File: src/sv/stb_pkg.sv
package stb_pkg;

  localparam int unsigned OP_W   = 3;
  localparam int unsigned ID_W   = 4;
  localparam int unsigned TIME_W = 32;
  localparam int unsigned FLAG_W = 2;
  localparam int unsigned MASK_W = 16;

  typedef enum logic [OP_W-1:0] {
    OP_INIT  = 3'd0,
    OP_START = 3'd1,
    OP_STOP  = 3'd2,
    OP_ARM   = 3'd3,
    OP_CHECK = 3'd4
  } op_e;

  typedef struct packed {
    logic cap;
    logic exec;
    logic cmp;
    logic load;
  } cmd_t;

  typedef struct packed {
    op_e op;
  } stat_t;

endpackage

File: src/sv/stb_ram.sv
module stb_ram #(
  parameter int unsigned WIDTH = 32,
  parameter int unsigned DEPTH = 16,
  parameter int unsigned AW    = (DEPTH > 1) ? $clog2(DEPTH) : 1
) (
  input  logic             clk_i,
  input  logic             we_i,
  input  logic [AW-1:0]    waddr_i,
  input  logic [WIDTH-1:0] wdata_i,
  input  logic [AW-1:0]    raddr_i,
  output logic [WIDTH-1:0] rdata_o
);

  logic [WIDTH-1:0] mem_q [DEPTH];
  logic [WIDTH-1:0] rdata_q;

  always_ff @(posedge clk_i) begin
    if (we_i) begin
      mem_q[waddr_i] <= wdata_i;
    end
    rdata_q <= mem_q[raddr_i];
  end

  assign rdata_o = rdata_q;

endmodule

File: src/sv/stb_ctrl.sv
module stb_ctrl import stb_pkg::*; #(
  parameter int unsigned NUM_TIMERS = 16,
  parameter int unsigned AW         = (NUM_TIMERS > 1) ? $clog2(NUM_TIMERS) : 1
) (
  input  logic          clk_i,
  input  logic          rst_ni,
  input  logic          in_valid_i,
  output logic          in_stall_o,
  output logic          out_valid_o,
  input  logic          out_stall_i,
  input  stat_t         stat_i,
  output cmd_t          cmd_o,
  output logic [AW-1:0] rd_addr_o,
  output logic [AW-1:0] cmp_idx_o
);

  typedef enum logic [2:0] {
    ST_IDLE,
    ST_EXEC,
    ST_SCAN,
    ST_DRAIN,
    ST_DONE
  } state_e;

  state_e        state_q;
  logic [AW-1:0] cnt_q;
  logic [AW-1:0] cmp_idx_q;
  logic          cmp_vld_q;
  logic          out_valid_q;
  logic          accept;
  logic          out_free;
  logic          load;

  assign accept   = in_valid_i && (state_q == ST_IDLE);
  assign out_free = !out_valid_q || !out_stall_i;
  assign load     = (state_q == ST_DONE) && out_free;

  always_ff @(posedge clk_i or negedge rst_ni) begin
    if (!rst_ni) begin
      state_q     <= ST_IDLE;
      cnt_q       <= '0;
      cmp_idx_q   <= '0;
      cmp_vld_q   <= 1'b0;
      out_valid_q <= 1'b0;
    end else begin
      if (load) begin
        out_valid_q <= 1'b1;
      end else if (!out_stall_i) begin
        out_valid_q <= 1'b0;
      end
      case (state_q)
        ST_IDLE: begin
          if (accept) begin
            state_q <= ST_EXEC;
          end
        end
        ST_EXEC: begin
          cnt_q <= '0;
          if (stat_i.op == OP_CHECK) begin
            state_q <= ST_SCAN;
          end else begin
            state_q <= ST_DONE;
          end
        end
        ST_SCAN: begin
          cmp_vld_q <= 1'b1;
          cmp_idx_q <= cnt_q;
          cnt_q     <= cnt_q + AW'(1);
          if (cnt_q == AW'(NUM_TIMERS - 1)) begin
            state_q <= ST_DRAIN;
          end
        end
        ST_DRAIN: begin
          cmp_vld_q <= 1'b0;
          state_q   <= ST_DONE;
        end
        ST_DONE: begin
          if (out_free) begin
            state_q <= ST_IDLE;
          end
        end
        default: begin
          state_q <= ST_IDLE;
        end
      endcase
    end
  end

  assign in_stall_o  = (state_q != ST_IDLE);
  assign out_valid_o = out_valid_q;
  assign rd_addr_o   = cnt_q;
  assign cmp_idx_o   = cmp_idx_q;

  assign cmd_o.cap  = accept;
  assign cmd_o.exec = (state_q == ST_EXEC);
  assign cmd_o.cmp  = cmp_vld_q;
  assign cmd_o.load = load;

`ifndef NO_ASSERTIONS
  a_cmp_in_scan: assert property (@(posedge clk_i) disable iff (!rst_ni)
    cmp_vld_q |-> (state_q == ST_SCAN) || (state_q == ST_DRAIN))
    else $error("compare stage active outside scan");

  a_drain_after_last: assert property (@(posedge clk_i) disable iff (!rst_ni)
    (state_q == ST_DRAIN) |-> cmp_vld_q && (cmp_idx_q == AW'(NUM_TIMERS - 1)))
    else $error("drain entered before last entry");

  a_accept_exec: assert property (@(posedge clk_i) disable iff (!rst_ni)
    accept |=> (state_q == ST_EXEC))
    else $error("accepted transfer not executed");

  a_load_once: assert property (@(posedge clk_i) disable iff (!rst_ni)
    load |=> (state_q == ST_IDLE) && out_valid_q)
    else $error("result load did not complete");
`endif

endmodule

File: src/sv/stb_dp.sv
module stb_dp import stb_pkg::*; #(
  parameter int unsigned NUM_TIMERS = 16,
  parameter int unsigned AW         = (NUM_TIMERS > 1) ? $clog2(NUM_TIMERS) : 1
) (
  input  logic              clk_i,
  input  logic              rst_ni,
  input  cmd_t              cmd_i,
  input  logic [AW-1:0]     rd_addr_i,
  input  logic [AW-1:0]     cmp_idx_i,
  output stat_t             stat_o,
  input  logic [OP_W-1:0]   op_i,
  input  logic [ID_W-1:0]   timer_id_i,
  input  logic [TIME_W-1:0] period_i,
  input  logic [FLAG_W-1:0] flags_i,
  input  logic [TIME_W-1:0] now_i,
  output logic [MASK_W-1:0] fired_mask_o,
  output logic [MASK_W-1:0] active_mask_o
);

  localparam int unsigned MW = (NUM_TIMERS > MASK_W) ? NUM_TIMERS : MASK_W;
  localparam int unsigned XW = AW + ID_W;

  op_e               op_q;
  logic [ID_W-1:0]   id_q;
  logic [TIME_W-1:0] per_q;
  logic [FLAG_W-1:0] flags_q;
  logic [TIME_W-1:0] now_q;

  logic [NUM_TIMERS-1:0] act_q;
  logic [NUM_TIMERS-1:0] perd_q;
  logic [NUM_TIMERS-1:0] reg_q;
  logic [NUM_TIMERS-1:0] wvld_q;
  logic [NUM_TIMERS-1:0] fired_q;
  logic [MASK_W-1:0]     out_fired_q;
  logic [MASK_W-1:0]     out_active_q;

  logic [XW-1:0]     id_ext;
  logic [AW-1:0]     id_idx;
  logic              id_ok;
  logic              wr_exec;
  logic              hit;
  logic [TIME_W-1:0] dl_rdata;
  logic [TIME_W-1:0] per_rdata;
  logic [TIME_W-1:0] dl_eff;
  logic [TIME_W-1:0] per_eff;
  logic [TIME_W-1:0] sum_exec;
  logic [TIME_W-1:0] sum_reload;
  logic              dl_we;
  logic [AW-1:0]     dl_waddr;
  logic [TIME_W-1:0] dl_wdata;
  logic [MW-1:0]     fired_ext;
  logic [MW-1:0]     active_ext;

  always_ff @(posedge clk_i) begin
    if (cmd_i.cap) begin
      op_q    <= op_e'(op_i);
      id_q    <= timer_id_i;
      per_q   <= period_i;
      flags_q <= flags_i;
      now_q   <= now_i;
    end
  end

  assign id_ext  = {AW'(0), id_q};
  assign id_idx  = id_ext[AW-1:0];
  assign id_ok   = id_ext < XW'(NUM_TIMERS);
  assign wr_exec = cmd_i.exec && id_ok && ((op_q == OP_INIT) || (op_q == OP_ARM));

  assign dl_eff     = wvld_q[cmp_idx_i] ? dl_rdata : '0;
  assign per_eff    = wvld_q[cmp_idx_i] ? per_rdata : '0;
  assign hit        = cmd_i.cmp && reg_q[cmp_idx_i] && act_q[cmp_idx_i] && (now_q >= dl_eff);
  assign sum_exec   = now_q + per_q;
  assign sum_reload = now_q + per_eff;

  assign dl_we    = wr_exec || (hit && perd_q[cmp_idx_i]);
  assign dl_waddr = wr_exec ? id_idx : cmp_idx_i;
  assign dl_wdata = wr_exec ? sum_exec : sum_reload;

  stb_ram #(
    .WIDTH (TIME_W),
    .DEPTH (NUM_TIMERS),
    .AW    (AW)
  ) u_deadline_ram (
    .clk_i   (clk_i),
    .we_i    (dl_we),
    .waddr_i (dl_waddr),
    .wdata_i (dl_wdata),
    .raddr_i (rd_addr_i),
    .rdata_o (dl_rdata)
  );

  stb_ram #(
    .WIDTH (TIME_W),
    .DEPTH (NUM_TIMERS),
    .AW    (AW)
  ) u_period_ram (
    .clk_i   (clk_i),
    .we_i    (wr_exec),
    .waddr_i (id_idx),
    .wdata_i (per_q),
    .raddr_i (rd_addr_i),
    .rdata_o (per_rdata)
  );

  always_ff @(posedge clk_i or negedge rst_ni) begin
    if (!rst_ni) begin
      act_q   <= '0;
      perd_q  <= '0;
      reg_q   <= '0;
      wvld_q  <= '0;
      fired_q <= '0;
    end else begin
      if (cmd_i.cap) begin
        fired_q <= '0;
      end
      if (wr_exec) begin
        wvld_q[id_idx] <= 1'b1;
      end
      if (cmd_i.exec && id_ok) begin
        case (op_q)
          OP_INIT: begin
            act_q[id_idx]  <= flags_q[0];
            perd_q[id_idx] <= flags_q[1];
          end
          OP_START: begin
            reg_q[id_idx] <= 1'b1;
            act_q[id_idx] <= 1'b1;
          end
          OP_STOP: begin
            if (reg_q[id_idx]) begin
              act_q[id_idx] <= 1'b0;
            end
          end
          OP_ARM: begin
            if (flags_q[1]) begin
              perd_q[id_idx] <= 1'b1;
            end
            reg_q[id_idx] <= 1'b1;
            act_q[id_idx] <= 1'b1;
          end
          default: begin
          end
        endcase
      end
      if (hit) begin
        fired_q[cmp_idx_i] <= 1'b1;
        if (!perd_q[cmp_idx_i]) begin
          act_q[cmp_idx_i] <= 1'b0;
        end
      end
    end
  end

  assign fired_ext  = MW'(fired_q);
  assign active_ext = MW'(act_q);

  always_ff @(posedge clk_i) begin
    if (cmd_i.load) begin
      out_fired_q  <= fired_ext[MASK_W-1:0];
      out_active_q <= active_ext[MASK_W-1:0];
    end
  end

  assign stat_o.op     = op_q;
  assign fired_mask_o  = out_fired_q;
  assign active_mask_o = out_active_q;

endmodule

File: src/sv/software_timer_bank_unit.sv
// Channel   Direction  Handshake                 Payload
// in        input      in_valid_i / in_stall_o   op, timer_id, period, flags, now
// out       output     out_valid_o / out_stall_i fired_mask, active_mask
//
// Init, start, stop, arm and unknown ops go through the execute and done states to the result.
// Check also passes through the scan and drain states, reading the deadline and period
// RAMs one entry per cycle during the scan.
// Reset clears all flags and entry valid bits at once; no clearing pass.
// A new transfer is taken while a finished result waits; its result then holds.
module software_timer_bank_unit import stb_pkg::*; #(
  parameter int unsigned NUM_TIMERS = 16
) (
  input  logic              clk_i,
  input  logic              rst_ni,
  input  logic              in_valid_i,
  output logic              in_stall_o,
  input  logic [OP_W-1:0]   in_op_i,
  input  logic [ID_W-1:0]   in_timer_id_i,
  input  logic [TIME_W-1:0] in_period_i,
  input  logic [FLAG_W-1:0] in_flags_i,
  input  logic [TIME_W-1:0] in_now_i,
  output logic              out_valid_o,
  input  logic              out_stall_i,
  output logic [MASK_W-1:0] out_fired_mask_o,
  output logic [MASK_W-1:0] out_active_mask_o
);

  localparam int unsigned AW = (NUM_TIMERS > 1) ? $clog2(NUM_TIMERS) : 1;

  cmd_t          cmd;
  stat_t         stat;
  logic [AW-1:0] rd_addr;
  logic [AW-1:0] cmp_idx;

  stb_ctrl #(
    .NUM_TIMERS (NUM_TIMERS),
    .AW         (AW)
  ) u_ctrl (
    .clk_i       (clk_i),
    .rst_ni      (rst_ni),
    .in_valid_i  (in_valid_i),
    .in_stall_o  (in_stall_o),
    .out_valid_o (out_valid_o),
    .out_stall_i (out_stall_i),
    .stat_i      (stat),
    .cmd_o       (cmd),
    .rd_addr_o   (rd_addr),
    .cmp_idx_o   (cmp_idx)
  );

  stb_dp #(
    .NUM_TIMERS (NUM_TIMERS),
    .AW         (AW)
  ) u_dp (
    .clk_i         (clk_i),
    .rst_ni        (rst_ni),
    .cmd_i         (cmd),
    .rd_addr_i     (rd_addr),
    .cmp_idx_i     (cmp_idx),
    .stat_o        (stat),
    .op_i          (in_op_i),
    .timer_id_i    (in_timer_id_i),
    .period_i      (in_period_i),
    .flags_i       (in_flags_i),
    .now_i         (in_now_i),
    .fired_mask_o  (out_fired_mask_o),
    .active_mask_o (out_active_mask_o)
  );

endmodule

File: config.mk
export PLATFORM = sky130hd
export DESIGN_NAME = software_timer_bank_unit
export DESIGN_NICKNAME = d
export VERILOG_FILES = /design/src/sv/stb_pkg.sv /design/src/sv/stb_ram.sv /design/src/sv/stb_ctrl.sv /design/src/sv/stb_dp.sv /design/src/sv/software_timer_bank_unit.sv
export SDC_FILE = /design/constraint.sdc
export NUM_CORES = 1
export LEC_CHECK = 0
export BUFFER_PORTS_ARGS = -buffer_cell sky130_fd_sc_hd__buf_2
export CORE_AREA = 2 2 383 385
export CTS_CLUSTER_SIZE = 12
export DETAILED_ROUTE_END_ITERATION = 12
export DIE_AREA = 0 0 385 387
export GPL_TIMING_DRIVEN = 0
export PLACE_DENSITY = 0.52
export SLEW_MARGIN = 20
export SYNTH_ARGS = -nofsm -noshare
export SYNTH_HDL_FRONTEND = slang
export SYNTH_SLANG_ARGS = --single-unit
File: constraint.sdc
create_clock -name clk_i -period 6.1 [get_ports clk_i]
set_clock_uncertainty 0.1 [all_clocks]
set_input_delay 0.305 -clock clk_i [delete_from_list [all_inputs] [get_ports clk_i]]
set_output_delay 0.305 -clock clk_i [all_outputs]
set_load 0.005 [all_outputs]
# Yosys cells after proc, flatten, opt, wreduce, memory -nomap -nowiden
# Memories as Yosys holds them, arrays and structs flattened. A register that Yosys moved wholly into a read port is not among the register bits.
# Cells that the tools add are included.
# W data, S select, Z words.
# word_totals
ff_bits,198
ram_bits,1024
in_bits,77
out_inout_bits,34
elab_cells,118
n_memories,2
# classes
addsub,3
n_lt_le_gt_ge,6
eq_ne,14
mux,42
n_bitwise,9
n_reduce_logical,25
# memory_table
memory,depth,width,rd,rd_clocked_by_memory_dff,write_ports,line_no,source
u_dp.u_deadline_ram.mem_q,16,32,1,1,1,stb_ram.sv:14,logic [WIDTH-1:0] mem_q [DEPTH];
u_dp.u_period_ram.mem_q,16,32,1,1,1,stb_ram.sv:14,
# ops
operator,count
$mux W16,7
$mux W32,3
$or A16 B16 Y16,5
$add A32 B32 Y32,2
$pmux W16 S3,1
$and A16 B16 Y16,2
$bwmux W16,2
$ge A32 B32 Y1,1
$not A16 Y16,2
$pmux W16 S2,1
$bmux W1 S4,5
$lt A4 B5 Y1 const B,3
$pmux W3 S5,1
$mux W1,13
$eq A3 B2 Y1 const B,4
$mux W3,4
$logic_and A1 B1 Y1,10
$ne A2 B1 Y1 const B,5
$demux W1 S4,2
$ge A4 B1 Y1 const B,2
$pmux W4 S2,1
$eq A3 B1 Y1 const B,2
$eq A3 B3 Y1 const B,2
$logic_not A3 Y1,2
other kinds (11),17

# Depth between registers and ports, before layout
# logic_depth
ltp_word,12
depth_mapped,18
depth_no_buf,15

# Modules after synthesis
# Synthesis repeated with hierarchy kept, for this count alone.
# hier_totals
cells_unflattened,2738
hier_area_um2,50567.2
# modules_own_cells
module,n_inst,cells_per_inst,area_each_um2,seq_area_each_um2
stb_ram (u_dp.u_period_ram),1,838,19854.0,16015.4
stb_ram (u_dp.u_deadline_ram),1,838,19835.3,16015.4
stb_dp,1,999,10268.6,5154.9
stb_ctrl,1,63,609.3,325.3

# Worst setup path after synthesis
# Ideal clock, no wire load.
# synth_path
path_type,register to register
from,"register u_ctrl.cmp_idx_q[2], in the netlist u_ctrl.cmp_idx_o[2]"
to,"memory u_dp.u_deadline_ram.mem_q[12][0], enable pin"
setup_ps,421
t_arrival_ps,4904
required_time_ps,5579
path_slack_ps,675
path_stages_with_launch,16
n_path_buf,3
synth_period_minus_slack_ps,5425
cell_sequence,dfrtp_1 > clkbuf_1 > nor2b_1 > a22o_1 > a221o_1 > clkbuf_1 > clkbuf_1 > nand2_1 > ha_1 > nand4_1 > or3_1 > o22ai_1 > a21o_1 > a31oi_4 > o41a_1 > nor2_1
# synth_between
elab_chain_cells,9
word_cells_on_any_way,18
classes_between,1 x order compare; 12 x mux; 5 x reduce/logical
# synth_lines
element,line_no,source
"start, declared",stb_ctrl.sv:27,logic [AW-1:0] cmp_idx_q;
"start signal, assigned",stb_ctrl.sv:67,cmp_idx_q <= cnt_q;
$bmux W1 S4 (on tied branches),"stb_dp.sv:69, stb_dp.sv:71",
$mux W1 (on tied branches),"stb_dp.sv:69, stb_dp.sv:71",
$mux W32 or $logic_and A1 B1 Y1 (tied branches),"stb_dp.sv:69, stb_dp.sv:71",
$ge A32 B32 Y1 or $logic_and A1 B1 Y1 (tied branches),stb_dp.sv:71,assign hit = cmd_i.cmp && reg_q[cmp_idx_i] && act_q[cmp_idx_i] && (now_q >= dl_eff);
$logic_and A1 B1 Y1,stb_dp.sv:71,
$logic_and A1 B1 Y1,stb_dp.sv:75,assign dl_we = wr_exec || (hit && perd_q[cmp_idx_i]);
$logic_or A1 B1 Y1,stb_dp.sv:75,
$mux W1,stb_ram.sv:18,if (we_i) begin
$mux W1 (implied by the code),stb_ram.sv:19,mem_q[waddr_i] <= wdata_i;
"end, declared",stb_ram.sv:14,
# Several ways; a longest one is shown, not always the timed one. The select of a mux whose other input is x is not followed.

# Worst setup path in the final report
# layout_path
from,"register u_ctrl.cmp_idx_q[3], in the netlist u_ctrl.cmp_idx_o[3]"
to,"memory u_dp.u_deadline_ram.mem_q[12][21], enable pin"
# Same word-level chain as after synthesis.

==> results.toml <==
[run_status]
run_status = "finished clean"

[finish]
antennaDiodeCount = 0
layout.cells.non_filler = 4964
layout.nets = 3079
signed_area_change_from_the_synthesized_netlist_to_the_final_layout_pct = 20.6
finish.utilization = 0.419
final_layout_size_suffix_gt1_frac = 0.276

[floorplan]
coreArea_sq_um = 145000
die-area_sq_um = 149000
die_width_um = 385
fp.dieH_um = 387
initial_utilization = 0.348
placementRows = 140
design.portCount = 111

[timing]
hold_violations = 0
setup-violations-final = 0
max_freq_mhz = 170
relSlewSlack = 0.225
slew_viol_final = 0
setup-tns-final_ns = 0
tightestPinTransition_ns = 1.16
finalCritPeriodShare = 0.963
period_minus_slack_ns = 5.88

[clock_network]
numClockSinks = 1286
worstSkewPairLatency_ns = 0.75
clock_transition_at_the_registers_of_the_reported_paths_ns = 0.06
clockBufferDepth = 3
tritoncts.num_buffers = 142
clockRootBuffer = "sky130_fd_sc_hd__clkbuf_16"
htree_depth = 4
cts_tree = "yes"

[yosys]
netlist_top_cells_count = "sky130_fd_sc_hd__edfxtp_1 (1129), sky130_fd_sc_hd__mux4_2 (329), sky130_fd_sc_hd__nand2_1 (158)"
synth_cell_type_count = 68
synth_flop_cell = "sky130_fd_sc_hd__edfxtp_1"
synth_top_area_frac = 0.673
post_synth_edffs = 1129
ys_top_cells_by_area = "sky130_fd_sc_hd__edfxtp_1 (67%), sky130_fd_sc_hd__mux4_2 (15%), sky130_fd_sc_hd__dfrtp_1 (4.6%)"
yosysWarnings = 0
synth_async_sr_flop_share = 0.0723
syn-cell-area_sq_um = 50300
synthesis.instances = 2538
synth_top_area_cell = "sky130_fd_sc_hd__edfxtp_1"
sequential_area_share_after_synthesis = 0.745
synthMostInstantiatedCell = "sky130_fd_sc_hd__edfxtp_1"
total_of_flip_flops_plus_latches_after_synthesis = 1286
synthesis.nets = 2680
synth.avg_cell_area_sq_um = 19.8

[routing]
drt_iter0_markers = 2814
drt-wirelength-per-cell_um = 28.0
detailroute.wirelength.met3_mm = 7.87
m1WireLength_mm = 59.5
drt-total-wl_mm = 139
drt_pre_antenna_iters = 5
via_per_inst = 5.32
antenna_left = 0
routed.top_layer = "met4"
drc = 0
vias = 26431
amount_of_wire_on_met2_after_detailed_routing_mm = 68.4

[setup_path]
worst_r2r_startpoint = "u_ctrl.cmp_idx_o[3]"
timing_worst_setup_path_type = "reg2reg"
worst-r2r-setup-slack_ns = 0.22
cell_chain_of_the_critical_path = "clkbuf_1 -> inv_1 -> nor2_2 -> a221o_2 -> clkbuf_1 -> nand2_1 -> ha_1 -> nand4_1 -> or3_1 -> o22ai_1 -> a21o_1 -> a31oi_4 -> buf_12 -> o41a_1 -> nor2_4 -> buf_16 -> buf_16"
cpPeakStageDelay_ns = 0.56
worst_setup_path_start_kind = "flop"
arrival_ns = 6.22
critPathMaxFanout = 14
worstSetupEndpointType = "flop"
timing.critical_path.slowest_stage_cell = "sky130_fd_sc_hd__o41a_1"
cp.required_ns = 6.44
worstRegToRegCells = 17
reg2reg_to = "u_dp.u_deadline_ram.mem_q[12][21]"

[global_route]
antenna_found_initial = 4
grtUsageTotal = 0.186
grt.overflow.total = 0
number_of_global_route_vias_before_repair = 27259
grt_first_pass_wirelength_mm = 197
grt_max_degree = 55

[place]
post-place-cells = 4629
placement.io_buffers = 110
dp_hpwl_mm = 94.1
gp_congestion = 0.872

[power]
vdd_drop_max_mv = 0.203
p_per_area_nw_per_um2 = 440
static-leakage-power_nw = 19.9

[min_path]
worst_hold_path.num_cells = 2
hold_path_startpoint = "in_period_i[11]"
holdPathEnd = "u_dp.per_q[11]"
hp-class = "in2reg"

[run]
cap_viol_max_count = 0
==> how the worst max path moves through the flow <==
stage,start,endpoint,cells past startpoint
detailed placement,u_ctrl.state_q[1],u_dp.u_deadline_ram.mem_q[3][31],17
floorplan,u_ctrl.cmp_idx_o[2],u_dp.u_deadline_ram.mem_q[12][0],15
finish,u_ctrl.cmp_idx_o[3],u_dp.u_deadline_ram.mem_q[12][21],17
CTS,u_ctrl.state_q[1],u_dp.u_deadline_ram.mem_q[15][30],17
global placement,u_ctrl.cmp_idx_o[2],u_dp.u_deadline_ram.mem_q[8][20],14
global route,u_ctrl.state_q[1],u_dp.u_deadline_ram.mem_q[11][15],13
==> flip-flops by register name (all words and copies together), names as in the netlist, 32 cells and up <==
name	count
u_dp.u_period_ram.rdata_o	32
u_dp.per_q	32
u_dp.u_period_ram.mem_q	512
u_dp.u_deadline_ram.mem_q	512
u_dp.u_deadline_ram.rdata_o	32
u_dp.now_q	32
==> critical path: cells and delay by family, from the launching register on <==
kind                     cells  cell delay [ns]
AND/OR/NAND/NOR              5             1.50
adder cells (fa/ha/maj)      1             0.33
buffers and inverters        6             1.72
AO/OA/AOI/OAI                5             1.52
flip-flops                   1             0.33
==> per-layer routing <==
layer  vias to the layer above  track usage
li1                      11178            -
met1                     14174        0.254
met2                       888        0.306
met3                       191       0.0311
met4                         0       0.0510
met5                         -            0
==> cell usage in the layout (no fill, tap or decap), types with 21 or more instances in the layout <==
master                          count
sky130_fd_sc_hd__dfxtp_1           64
sky130_fd_sc_hd__buf_12            33
sky130_fd_sc_hd__a21oi_1           48
sky130_fd_sc_hd__clkbuf_2          28
sky130_fd_sc_hd__o21ai_0           84
sky130_fd_sc_hd__clkbuf_16        145
sky130_fd_sc_hd__mux4_2           329
sky130_fd_sc_hd__buf_16            36
sky130_fd_sc_hd__a22o_1            24
sky130_fd_sc_hd__nor2_4            28
sky130_fd_sc_hd__buf_2            119
sky130_fd_sc_hd__edfxtp_1        1129
sky130_fd_sc_hd__a21o_1            34
sky130_fd_sc_hd__ha_1              64
sky130_fd_sc_hd__dfrtp_1           92
sky130_fd_sc_hd__nor2_1            43
sky130_fd_sc_hd__clkbuf_1         129
sky130_fd_sc_hd__inv_1             21
sky130_fd_sc_hd__a31oi_1           23
sky130_fd_sc_hd__nand2_1          157
sky130_fd_sc_hd__dlygate4sd3_1     77
sky130_fd_sc_hd__nand3_1           67
==> logic make-up (layout without fill, tap and decap cells) <==
logic type                 count (synthesis)  in the layout  synth area share
AOI/OAI and AO/OA                        276            276            0.0358
xor gates and xnor gates                  30             30           0.00522
adders and majority gates                 65             65            0.0163
buffers and inverters                    152            661            0.0117
DFF                                     1286           1286             0.745
muxes                                    337            337             0.149
and+or+nand+nor                          392            392            0.0369
==> through the flow <==
step / area (sq um) / setup WS [ns] / hold slack [ns] / total power, mW
floorplan: 50300 / 0.675 / -0.0906 / 15.8
global placement: 53300 / -3.23 / 0.342 / 18.1
detailed placement: 55200 / -0.976 / 0.148 / 18.4
CTS: 60600 / 0.0461 / 0.104 / 26.9
global route: 60700 / -0.000252 / 0.126 / 27.8
finish: 60700 / 0.225 / 0.167 / 26.7
==> layout make-up <==
type,count,area (sq um)
Clock inverter,54,531
Timing Repair Buffer,258,2990
Clock buffer,200,3910
Multi-Input combinational cell,1100,12700
Sequential cell,1286,37500
Tap cell,1917,2400
Fill cell,12570,84200
Buffer,126,539
Inverter,23,91.3
==> power by group <==
group          switching, mW  leakage [nW]  internal [mW]  total [mW]
Sequential             0.524          12.0           11.5        12.0
Combinational           4.02          5.77           2.44        6.47
Clock                   3.40          2.16           4.84        8.24
==> repair_timing <==
action / 4_1_cts / 5_1_grt
hold buffers: 78 / 0
pin swaps: 3 / 1
hold endpoints to repair: 174 / 0
gates resized for setup: 22 / 5
setup endpoints to repair: 848 / 227
buffers inserted: 5 / 1
No activity file was read; power rests on OpenSTA's default activity.
